### config.mk
export PLATFORM = sky130hd
export DESIGN_NAME = grnth_div
export DESIGN_NICKNAME = d
export VERILOG_FILES = /design/src/grnth_pkg.sv /design/src/grnth_div.sv
export SDC_FILE = /design/constraint.sdc
export NUM_CORES = 1
export LEC_CHECK = 0
export ABC_AREA = 1
export BUFFER_PORTS_ARGS = -buffer_cell sky130_fd_sc_hd__buf_2
export CELL_PAD_IN_SITES_DETAIL_PLACEMENT = 1
export CELL_PAD_IN_SITES_GLOBAL_PLACEMENT = 1
export CORE_ASPECT_RATIO = 1.25
export CORE_MARGIN = 2
export CORE_UTILIZATION = 41
export DETAILED_ROUTE_END_ITERATION = 8
export PLACE_DENSITY = 0.88
export SYNTH_ARGS = -nofsm -noshare
export SYNTH_HDL_FRONTEND = slang
export SYNTH_SLANG_ARGS = --single-unit
### constraint.sdc
create_clock -name clk_i -period 2.3 [get_ports clk_i]
set_input_delay 0.575 -clock clk_i [delete_from_list [all_inputs] [get_ports clk_i]]
set_output_delay 0.575 -clock clk_i [all_outputs]
set_load 0.005 [all_outputs]
### src/grnth_pkg.sv
// Shared types and constants for the grid ray hitscan core.
// No dependencies; imported by every module of the block.
package grnth_pkg;

  localparam int MAX_TARGETS_DEF = 16;
  localparam int MAP_SIDE_DEF    = 64;
  localparam int FRAC_BITS       = 8;

  localparam int DIR_W  = 16;
  localparam int POS_W  = 14;
  localparam int DIST_W = 16;
  localparam int DIV_W  = 31;

  localparam logic [DIV_W-1:0] DIV_NUM = DIV_W'(1) << 30;

  typedef enum logic [1:0] {
    KIND_CELL  = 2'd0,
    KIND_TGT   = 2'd1,
    KIND_SHOOT = 2'd2,
    KIND_NONE  = 2'd3
  } kind_e;

  typedef enum logic [1:0] {
    CFG_HIT_RADIUS = 2'd0,
    CFG_MAP_WIDTH  = 2'd1,
    CFG_MAP_HEIGHT = 2'd2,
    CFG_NONE       = 2'd3
  } cfg_idx_e;

  typedef enum logic [3:0] {
    ST_CLEAR,
    ST_IDLE,
    ST_SHOOTER,
    ST_DIVX,
    ST_DIVY,
    ST_SIDEX,
    ST_SIDEY,
    ST_STEP,
    ST_CHECK,
    ST_TREAD,
    ST_MAC,
    ST_EVAL,
    ST_DONE
  } state_e;

  typedef struct packed {
    logic             start;
    logic [DIR_W-1:0] divisor;
  } div_req_t;

  typedef struct packed {
    logic             done;
    logic [DIV_W-1:0] quot;
  } div_rsp_t;

  typedef struct packed {
    logic [POS_W-1:0] x;
    logic [POS_W-1:0] y;
    logic             alive;
  } tgt_t;

endpackage

### src/grnth_div.sv
// Restoring divider, one quotient bit per cycle, for the per-cell ray length.
// Depends on grnth_pkg.
module grnth_div (
  input  logic                clk_i,
  input  logic                rst_ni,
  input  grnth_pkg::div_req_t req_i,
  output grnth_pkg::div_rsp_t rsp_o
);
  import grnth_pkg::*;

  localparam int CW = $clog2(DIV_W + 1);

  logic [CW-1:0]    cnt_q;
  logic             done_q;
  logic [DIR_W-1:0] rem_q;
  logic [DIV_W-1:0] quo_q;
  logic [DIR_W:0]   trial;
  logic             ge;

  assign trial = {rem_q, quo_q[DIV_W-1]};
  assign ge    = trial >= {1'b0, req_i.divisor};

  always_ff @(posedge clk_i or negedge rst_ni) begin
    if (!rst_ni) begin
      cnt_q  <= '0;
      done_q <= 1'b0;
    end else if (req_i.start) begin
      cnt_q  <= CW'(DIV_W);
      done_q <= 1'b0;
    end else if (cnt_q != '0) begin
      cnt_q  <= cnt_q - CW'(1);
      done_q <= (cnt_q == CW'(1));
    end else begin
      done_q <= 1'b0;
    end
  end

  always_ff @(posedge clk_i) begin
    if (req_i.start) begin
      rem_q <= '0;
      quo_q <= DIV_NUM;
    end else if (cnt_q != '0) begin
      rem_q <= ge ? DIR_W'(trial - {1'b0, req_i.divisor}) : DIR_W'(trial);
      quo_q <= {quo_q[DIV_W-2:0], ge};
    end
  end

  assign rsp_o.done = done_q;
  assign rsp_o.quot = quo_q;

endmodule

==> impl_metrics.toml, run 1 <==
[global_route]
grt_pass1_vias = 3549
met3_usage = 0.0382
busiest_layer = "met2"
overflow = 0
antenna_found_initial = 0
met2_usage = 0.418
grt_usage = 0.217
grt_start_max_net_pins = 36
grt_pass1_wl_um = 15800
use_met1 = 0.239

[setup_path]
r2r-start = "quo_q[30]"
cp-end-kind = "register"
ff2ff_setup_slack_ps = 280
crit_type = "reg2reg"
worstPathMaxFanout = 3
required_ps = 2530
worstPathArrival_ps = 2260
start_kind = "register"
worstRegToRegCells = 13
r2r_end = "rem_q[12]"

[timing]
period_needed_ps = 2020
finalWorstSetupSlack_ps = 277
rsz0062_at_grt = "false"
clock-skew-final_ps = 18.6
worstMarginPinSlew_ps = 577
slew_violations = 0
setup_viol = 0
clock.fmax_mhz = 494
period_share = 0.879
slew_headroom = 0.615
final_hold_viol_count = 0
hold_ws_ps = 61.5
fin_tns_setup_ps = 0

[synthesis]
ys.flop_type = "dfxtp_1"
synth_area_um2 = 3270
ys_seq_area_frac = 0.334
ys_warn_count = 0
synthArstFlopShare = 0.113
synth_edf_count = 0
synth_cell_types = 32
syn_avg_cell_area_um2 = 6.91
synth_fp_nets = 512
synthCells = 473
ys_ff_latch = 53

[die]
die_w_um = 83.8
ios = 51
die-area_um2 = 8700
start_util = 0.422
core_region_area_um2 = 7750
die_h_um = 104
row_count = 36

[layout]
syn_to_final_growth_pct = 13.6
diodes = 0
layout-drive-gt1-share = 0.192
utilization = 0.479
fin_nets = 563

[detailed_routing]
postRouteAntennaNets = 0
dr_total_vias = 3155
wl_per_cell_um = 14.4
wirelength_um = 8940
drcViolationCount = 0
drtIter0Drc = 57
dr.pass1.iters = 4
viasPerCell = 5.09

[place]
hpwl_um = 6850
pre_cts_slack_ps = 10.8
gp_congestion = 0.882
port_buffers = 50

[clock_tree]
numCtsBuffers = 5
holdBufCountCts = 0
htreeDepth = 2
clk_path_buf_depth = 2
clk_latency_ps = 330
clock-sinks = 53
clk_transition_reported_paths_ps = 120
cts_resized = 0
cts-root-buf = "clkbuf_8"
post-cts-setup-buffers = 0
tritoncts = "yes"

[hold_path]
hold_class = "in2async"

[power_and_ir_drop]
leakagePower_nw = 1.98
total_power_mw = 3.40
vdd_ir_drop_max_mv = 0.541
power_density_nw_per_um2 = 918

[run_status]
status = "finished clean"

[job]
drv_cap = 0
## cells by family after synthesis
group / share of synthesized area
XOR/XNOR: 0.0188
flip-flops: 0.334
AND/OR/NAND/NOR: 0.311
adder cells (fa/ha/maj): 0.0789
buffers and inverters: 0.160
AO/OA/AOI/OAI: 0.0969
## worst max path at each step
stage / slack, ps / start / end / depth (start not counted)
after floorplan: 340 / req_i[14] / rem_q[0] / 13
after global placement: 90 / req_i[8] / rem_q[3] / 14
after detailed placement: 10 / req_i[0] / rem_q[12] / 13
after CTS: 260 / quo_q[30] / rem_q[12] / 13
after global routing: 130 / quo_q[30] / rem_q[12] / 13
final: 280 / quo_q[30] / rem_q[12] / 13
## state kept, by name (all words and copies together) (netlist names)
signal	count
done_q	1
quo_q	31
cnt_q	5
rem_q	16
## report_power, final
group          switching, mW  internal, mW  total [mW]
Sequential            0.0829          1.04        1.12
Combinational           1.05         0.594        1.64
Clock                  0.355         0.291       0.646
## synth_stat cells (2+ instances only)
| library cell | number | area (um^2) |
|---|---|---|
| inv_1 | 111 | 417 |
| nand2_1 | 109 | 409 |
| dfxtp_1 | 47 | 941 |
| nand3_1 | 41 | 205 |
| o22ai_1 | 30 | 188 |
| ha_1 | 19 | 238 |
| nor2_1 | 16 | 60.1 |
| nand2_2 | 15 | 93.8 |
| a21oi_1 | 10 | 50.1 |
| buf_2 | 9 | 45.0 |
| o21ai_0 | 7 | 35.0 |
| dfrtp_1 | 6 | 150 |
| nand3_2 | 6 | 60.1 |
| nand3b_1 | 6 | 45.0 |
| inv_2 | 4 | 15.0 |
| nand4_1 | 4 | 25.0 |
| nor2_2 | 4 | 25.0 |
| nor2_4 | 4 | 45.0 |
| nor3_1 | 4 | 20.0 |
| xnor2_1 | 4 | 35.0 |
| xor2_1 | 3 | 26.3 |
| a22oi_1 | 2 | 15.0 |
| buf_4 | 2 | 15.0 |
| nand2_4 | 2 | 22.5 |
## final cells by class
| cell class | count | area [um^2] |
|---|---|---|
| Clock buffer | 6 | 93.8 |
| Clock inverter | 2 | 20.0 |
| Fill cell | 1047 | 4040 |
| Inverter | 115 | 432 |
| Multi-Input combinational cell | 292 | 1650 |
| Sequential cell | 53 | 1090 |
| Tap cell | 95 | 119 |
| Timing Repair Buffer | 57 | 303 |
## layout by cell type, fill, tap and decap left out, drive strengths merged
| cell | count |
|---|---|
| a21oi | 11 |
| a22oi | 2 |
| buf | 57 |
| clkbuf | 6 |
| clkinv | 1 |
| dfrtp | 6 |
| dfxtp | 47 |
| fa | 1 |
| ha | 19 |
| inv | 116 |
| nand2 | 126 |
| nand3 | 47 |
| nand3b | 6 |
| nand4 | 4 |
| nor2 | 24 |
| nor3 | 4 |
| o21ai | 8 |
| o21bai | 1 |
| o22ai | 30 |
| o31ai | 1 |
| or2 | 1 |
| xnor2 | 4 |
| xor2 | 3 |
## worst max-delay path: stages (launching register included)
cell     delay [ps]
dfxtp_1         370
inv_1            70
ha_1            230
fa_1            410
inv_1           130
nand3_1          80
nand3_1         140
nand3_1         120
nand3_1          80
nand2_1          60
nand2_1          70
nand2_2          40
nand3_1          60
nand2_1          60
## per-layer routing
layer | vias up | routed length [um]
li1 | 1570 | -
met5 | - | 0
met4 | 0 | 144
met3 | 13 | 343
met1 | 1513 | 3640
met2 | 59 | 4810
## metrics by stage
stage / cell area [um^2] / std cells
6_report: 3710 / 620
5_1_grt: 3710 / 620
4_1_cts: 3710 / 620
3_5_place_dp: 3600 / 612
3_3_place_gp: 3600 / 612
2_1_floorplan: 3270 / 473
Note: power is estimated with default switching activity, not from simulation.
==> run 2: changes to the inputs <==
--- a/config.mk
+++ b/config.mk
@@ -9,7 +9,6 @@
 export BUFFER_PORTS_ARGS = -buffer_cell sky130_fd_sc_hd__buf_2
 export CELL_PAD_IN_SITES_DETAIL_PLACEMENT = 1
 export CELL_PAD_IN_SITES_GLOBAL_PLACEMENT = 1
-export CORE_ASPECT_RATIO = 1.25
 export CORE_MARGIN = 2
 export CORE_UTILIZATION = 41
 export DETAILED_ROUTE_END_ITERATION = 8
==> run 2 against run 1 <==
Clock power down 12%. Setup slack worse by 100 ps. Worst hold slack better by 3.1 ps. Routed wire length up 4.3%.
==> impl_metrics.toml, run 2 (synthesized netlist as in run 1, its figures left out) <==
[timing]
hold_ws_ps = 64.6
setup_viol = 0
period_share = 0.923
slew_headroom = 0.619
slew_violations = 0
rsz0062_at_grt = "false"
final_hold_viol_count = 0
finalWorstSetupSlack_ps = 176
clock-skew-final_ps = 14.2
clock.fmax_mhz = 471
period_needed_ps = 2120
worstMarginPinSlew_ps = 570

[job]
drv_cap = 0

[layout]
diodes = 0
largest_reg_flops = 31
layout-drive-gt1-share = 0.192
mostFrequentLayoutCells = "111 x inv_1, 109 x nand2_1, 50 x buf_2, 47 x dfxtp_1, 40 x nand3_1"
top_regs = "quo_q (31), rem_q (16), cnt_q (5)"
fin_nets = 563
top_register = "quo_q"
syn_to_final_growth_pct = 13.2
final_common_cell = "inv_1"
fin_cells = 627

[die]
die-area_um2 = 8700
row_count = 32
start_util = 0.423
die_h_um = 93.3
die_w_um = 93.3
ios = 51
core_region_area_um2 = 7730

[setup_path]
crit_type = "reg2reg"
required_ps = 2530
crit_start = "quo_q[30]"
path_cells = "inv_1 > ha_1 > fa_1 > inv_1 > nand3_1 > nand3_2 > nand3_1 > nand3_1 > nand2_1 > nand2_1 > nand2_2 > nand3_1 > nand2_1"
crit_top_cell = "nand3_1"
slowest_delay_ps = 430
worstPathMaxFanout = 3
start_kind = "register"
cpLargestDelayFamily = "simple AND/OR/NAND/NOR gates"
cp_num_buf_inv = 2
cp-end-kind = "register"
crit_path_top_delay_cell = "fa_1"
worstPathArrival_ps = 2350
r2r-start = "quo_q[30]"

[clock_tree]
numCtsBuffers = 5
clk_transition_reported_paths_ps = 110
htreeDepth = 2
clock-sinks = 53
clk_path_buf_depth = 2
tritoncts = "yes"
holdBufCountCts = 0
clk_latency_ps = 320
cts-root-buf = "clkbuf_8"

[global_route]
grt_pass1_vias = 3297
grt_pass1_wl_um = 15500
overflow = 0
grt_usage = 0.220
antenna_found_initial = 0
grt_start_max_net_pins = 36

[detailed_routing]
viasPerCell = 5.00
wl_per_cell_um = 14.9
dr.pass1.iters = 7
postRouteAntennaNets = 0
drcViolationCount = 0
wirelength_um = 9320
drtIter0Drc = 106
dr_total_vias = 3134

[power_and_ir_drop]
power_density_nw_per_um2 = 902
p_int_mw = 1.84
seq_power_share = 0.336
vdd_ir_drop_max_mv = 0.518
p_comb_frac = 0.493
leakagePower_nw = 1.97
p_clk_frac = 0.171
p_sw_frac = 0.447
power_switching_mw = 1.49

[place]
gp_congestion = 0.837
placedCellCount = 619
hpwl_um = 6960
port_buffers = 50
pre_cts_slack_ps = -84.4

[hold_path]
hold_class = "in2async"

[run_status]
status = "finished clean"
run 2: path summary, 6_finish.rpt:
kind,to,slack (ps),depth (start not counted)
worst max register to register,rem_q[12],180,13
worst min register to register,rem_q[9],480,2
max in group asynchronous,cnt_q[0],2090,1
min in group clk_i,rem_q[9],480,2
worst min-delay path,cnt_q[1],60,1
worst max-delay path,rem_q[12],180,13
run 2: power groups by stage:
stage | sequential, mW | clock [mW] | combinational [mW]
after floorplan | 1.12 | 0 | 1.29
after global placement | 1.13 | 0 | 1.54
final | 1.12 | 0.570 | 1.65
after detailed placement | 1.14 | 0 | 1.61
after CTS | 1.12 | 0.574 | 1.64
after global routing | 1.13 | 0.615 | 1.86
run 2: layout make-up:
type                            count  area [um^2]
Timing Repair Buffer               57          303
Sequential cell                    53         1090
Fill cell                        1072         4030
Multi-Input combinational cell    292         1660
Clock buffer                        6         72.6
Clock inverter                      2         13.8
Inverter                          115          432
Tap cell                          102          128
run 2: metal layers:
layer / routed length, um / global-route usage / share of wire / vias to the layer above
met5: 0 / 0 / 0 / -
met4: 59 / 0.0319 / 0.0063 / 0
met3: 244 / 0.0298 / 0.026 / 8
met2: 4800 / 0.410 / 0.51 / 38
met1: 4220 / 0.273 / 0.45 / 1512
li1: - / - / - / 1576
run 2: timing repair:
item | 4_1_cts | 5_1_grt
setup endpoints to repair | 0 | 2
buffers inserted | 0 | 0
gates resized for setup | 0 | 1
hold endpoints to repair | 0 | 0
run 2: metrics by stage:
step | cell area, um^2 | TNS [ps] | utilization | power (mW)
2_1_floorplan | 3270 | 0 | - | 2.40
3_3_place_gp | 3610 | -42.1 | 0.467 | 2.67
3_5_place_dp | 3610 | -480 | 0.467 | 2.75
4_1_cts | 3690 | 0 | 0.478 | 3.34
5_1_grt | 3700 | 0 | 0.478 | 3.61
6_report | 3700 | 0 | 0.478 | 3.34
run 2: worst register-to-register path, stage by stage (launching register included):
cell and delay [ps]:
dfxtp_1 390, inv_1 90, ha_1 240, fa_1 430, inv_1 140, nand3_1 100
nand3_2 130, nand3_1 120, nand3_1 90, nand2_1 60, nand2_1 80, nand2_2 40
nand3_1 80, nand2_1 50
==> run 3: changes to the inputs <==
--- a/config.mk
+++ b/config.mk
@@ -5,14 +5,14 @@
 export SDC_FILE = /design/constraint.sdc
 export NUM_CORES = 1
 export LEC_CHECK = 0
-export ABC_AREA = 1
 export BUFFER_PORTS_ARGS = -buffer_cell sky130_fd_sc_hd__buf_2
 export CELL_PAD_IN_SITES_DETAIL_PLACEMENT = 1
 export CELL_PAD_IN_SITES_GLOBAL_PLACEMENT = 1
 export CORE_MARGIN = 2
-export CORE_UTILIZATION = 41
+export CORE_UTILIZATION = 45
 export DETAILED_ROUTE_END_ITERATION = 8
-export PLACE_DENSITY = 0.88
+export MAX_ROUTING_LAYER = met4
+export PLACE_DENSITY = 0.92
 export SYNTH_ARGS = -nofsm -noshare
 export SYNTH_HDL_FRONTEND = slang
 export SYNTH_SLANG_ARGS = --single-unit
==> constraint.sdc (replaced) <==
create_clock -name clk_i -period 2.6 [get_ports clk_i]
set_input_delay 0.65 -clock clk_i [delete_from_list [all_inputs] [get_ports clk_i]]
set_output_delay 0.65 -clock clk_i [all_outputs]
set_load 0.005 [all_outputs]
==> run 3 against run 2 <==
Synthesized cell count down 16%. Critical path depth shrank 3. Total power down 15%. Critical path type unchanged. Critical endpoint is now rem_q[14]. Highest routed layer unchanged.
==> impl_metrics.toml, run 3 <==
[run_status]
status = "finished clean"

[hold_path]
hold_class = "in2async"

[setup_path]
r2r-start = "quo_q[30]"
crit_path_top_delay_cell = "fa_1"
start_kind = "register"
worstPathArrival_ps = 2640
cp_num_buf_inv = 2
cpLargestDelayFamily = "compound AO/OA/AOI/OAI gates"
required_ps = 2820
slowest_delay_ps = 400
cp-end-kind = "register"
worstPathMaxFanout = 3
crit_start = "quo_q[30]"
path_cells = "inv_1 > ha_1 > fa_1 > nor2b_1 > o211ai_1 > a32oi_1 > buf_4 > mux2i_1 > o21ai_0 > a32o_1"
crit_type = "reg2reg"

[global_route]
grt_pass1_wl_um = 15700
grt_pass1_vias = 3236
grt_usage = 0.266
grt_start_max_net_pins = 29
overflow = 0
antenna_found_initial = 0

[power_and_ir_drop]
vdd_ir_drop_max_mv = 0.393
p_int_mw = 1.70
total_power_mw = 2.83
power_density_nw_per_um2 = 758
power_switching_mw = 1.13
p_sw_frac = 0.400
p_comb_frac = 0.473
leakagePower_nw = 1.68
p_clk_frac = 0.172
seq_power_share = 0.355

[synthesis]
synth_cell_types = 57
ys_warn_count = 0
synthArstFlopShare = 0.113
syn_avg_cell_area_um2 = 7.92
yosysMostFrequentCell = "nand2_1"
synth_area_leaders = "dfxtp_1 30%, nand2_1 9.8%, a21oi_1 7.6%"
ys.flop_type = "dfxtp_1"
ys_ff_latch = 53
ys_seq_area_frac = 0.346
ys_top_cells_by_count = "82 x nand2_1, 48 x a21oi_1, 47 x dfxtp_1"
synthCells = 398
synth_area_um2 = 3150
synth_edf_count = 0
yosysTopAreaCell = "dfxtp_1"
synth_fp_nets = 437
synth_top_area_frac = 0.299

[detailed_routing]
drtIter0Drc = 175
wl_per_cell_um = 17.2
viasPerCell = 5.71
dr_total_vias = 3205
drcViolationCount = 0
wirelength_um = 9660
postRouteAntennaNets = 0
dr.pass1.iters = 4

[timing]
clock.fmax_mhz = 412
period_share = 0.933
period_needed_ps = 2420
slew_headroom = 0.605
final_hold_viol_count = 0
rsz0062_at_grt = "false"
slew_violations = 0
setup_viol = 0
fin_tns_setup_ps = 0
worstMarginPinSlew_ps = 583
clock-skew-final_ps = 7.48

[clock_tree]
clk_path_buf_depth = 2
clock-sinks = 53
cts-root-buf = "clkbuf_8"
tritoncts = "yes"
holdBufCountCts = 0
clk_transition_reported_paths_ps = 100
clk_latency_ps = 310
post-cts-setup-buffers = 0
numCtsBuffers = 5
htreeDepth = 2

[layout]
fin_nets = 503
utilization = 0.549
top_regs = "quo_q (31), rem_q (16), cnt_q (5)"
mostFrequentLayoutCells = "81 x nand2_1, 50 x buf_2, 48 x a21oi_1, 47 x dfxtp_1, 32 x buf_4"
diodes = 0
top_register = "quo_q"
largest_reg_flops = 31
design_area_um2 = 3730
layout-drive-gt1-share = 0.237
fill_cells = 874
final_common_cell = "nand2_1"
syn_to_final_growth_pct = 18.4

[die]
row_count = 30
ios = 51
start_util = 0.464
die-area_um2 = 7690
die_w_um = 87.7
core_region_area_um2 = 6790
die_h_um = 87.7

[place]
dpl_cell_area_um2 = 3640
gp_congestion = 0.923
hpwl_um = 7150
port_buffers = 50

[job]
drv_cap = 0
run 3: changes by cell type in the layout (fill, tap and decap cells not counted), sizes merged, moves of 6 or more:
cell / previous run / this run
nand2: 126 / 83
inv: 116 / 28
a21oi: 11 / 50
buf: 57 / 82
a311oi: 0 / 6
o22ai: 30 / 0
nand3: 47 / 10
o211ai: 0 / 6
run 3: kinds of logic after synthesis:
logic type / count (synthesis) / share of synthesized area
AO/OA/AOI/OAI: 115 / 0.260
XOR/XNOR: 8 / 0.0222
adder cells (fa/ha/maj): 20 / 0.0818
buffers and inverters: 50 / 0.0715
flip-flops: 53 / 0.346
multiplexers: 4 / 0.0127
AND/OR/NAND/NOR: 148 / 0.206
run 3: area by class of cell:
class	count	area [um^2]	area share
tap	96	120	0.0322
timing repair buffer	82	490	0.131
clock inverter	3	21.3	0.00570
sequential	53	1090	0.293
multi-input combinational	295	1840	0.492
inverter	27	101	0.0272
clock buffer	5	68.8	0.0185
run 3: layer usage:
layer / global-route usage / vias up / wire, um
li1: - / 1528 / -
met1: 0.308 / 1548 / 4150
met2: 0.470 / 104 / 4910
met3: 0.0396 / 25 / 366
met4: 0.0867 / 0 / 237
met5: - / - / 0
run 3: power groups by stage:
stage | sequential, mW | combinational, mW | clock (mW)
finish | 1.00 | 1.34 | 0.486
floorplan | 0.985 | 0.918 | 0
CTS | 1.00 | 1.32 | 0.495
global route | 1.01 | 1.46 | 0.518
detailed placement | 1.02 | 1.30 | 0
global placement | 1.01 | 1.21 | 0
run 3: worst reg2reg max path, stage by stage, from the launching register on:
cell      delay (ps)
dfxtp_1          370
inv_1            100
ha_1             210
fa_1             400
nor2b_1          180
o211ai_1         150
a32oi_1          260
buf_4            170
mux2i_1          170
o21ai_0          110
a32o_1           210
run 3: through the flow:
stage / hold slack [ps] / instances / setup WS (ps)
2_1_floorplan: 354 / 398 / 104
3_3_place_gp: 452 / 553 / -21.1
3_5_place_dp: 458 / 553 / -164
4_1_cts: 145 / 561 / 157
5_1_grt: 145 / 561 / 40.9
6_report: 145 / 561 / 175
run 3: final timing paths:
check | to | slack [ps] | depth (start not counted)
min reg2reg | quo_q[6] | 470 | 2
min in group clk_i | quo_q[6] | 470 | 2
max reg2reg | rem_q[14] | 180 | 10
max in group asynchronous | cnt_q[1] | 2300 | 1
min | cnt_q[3] | 150 | 1
max | rem_q[14] | 180 | 10
run 3: what timing repair did:
item                                    CTS  global route
endpoints found under the setup margin    0             1
gates resized for setup                   0             1
hold endpoints to repair                  0             0
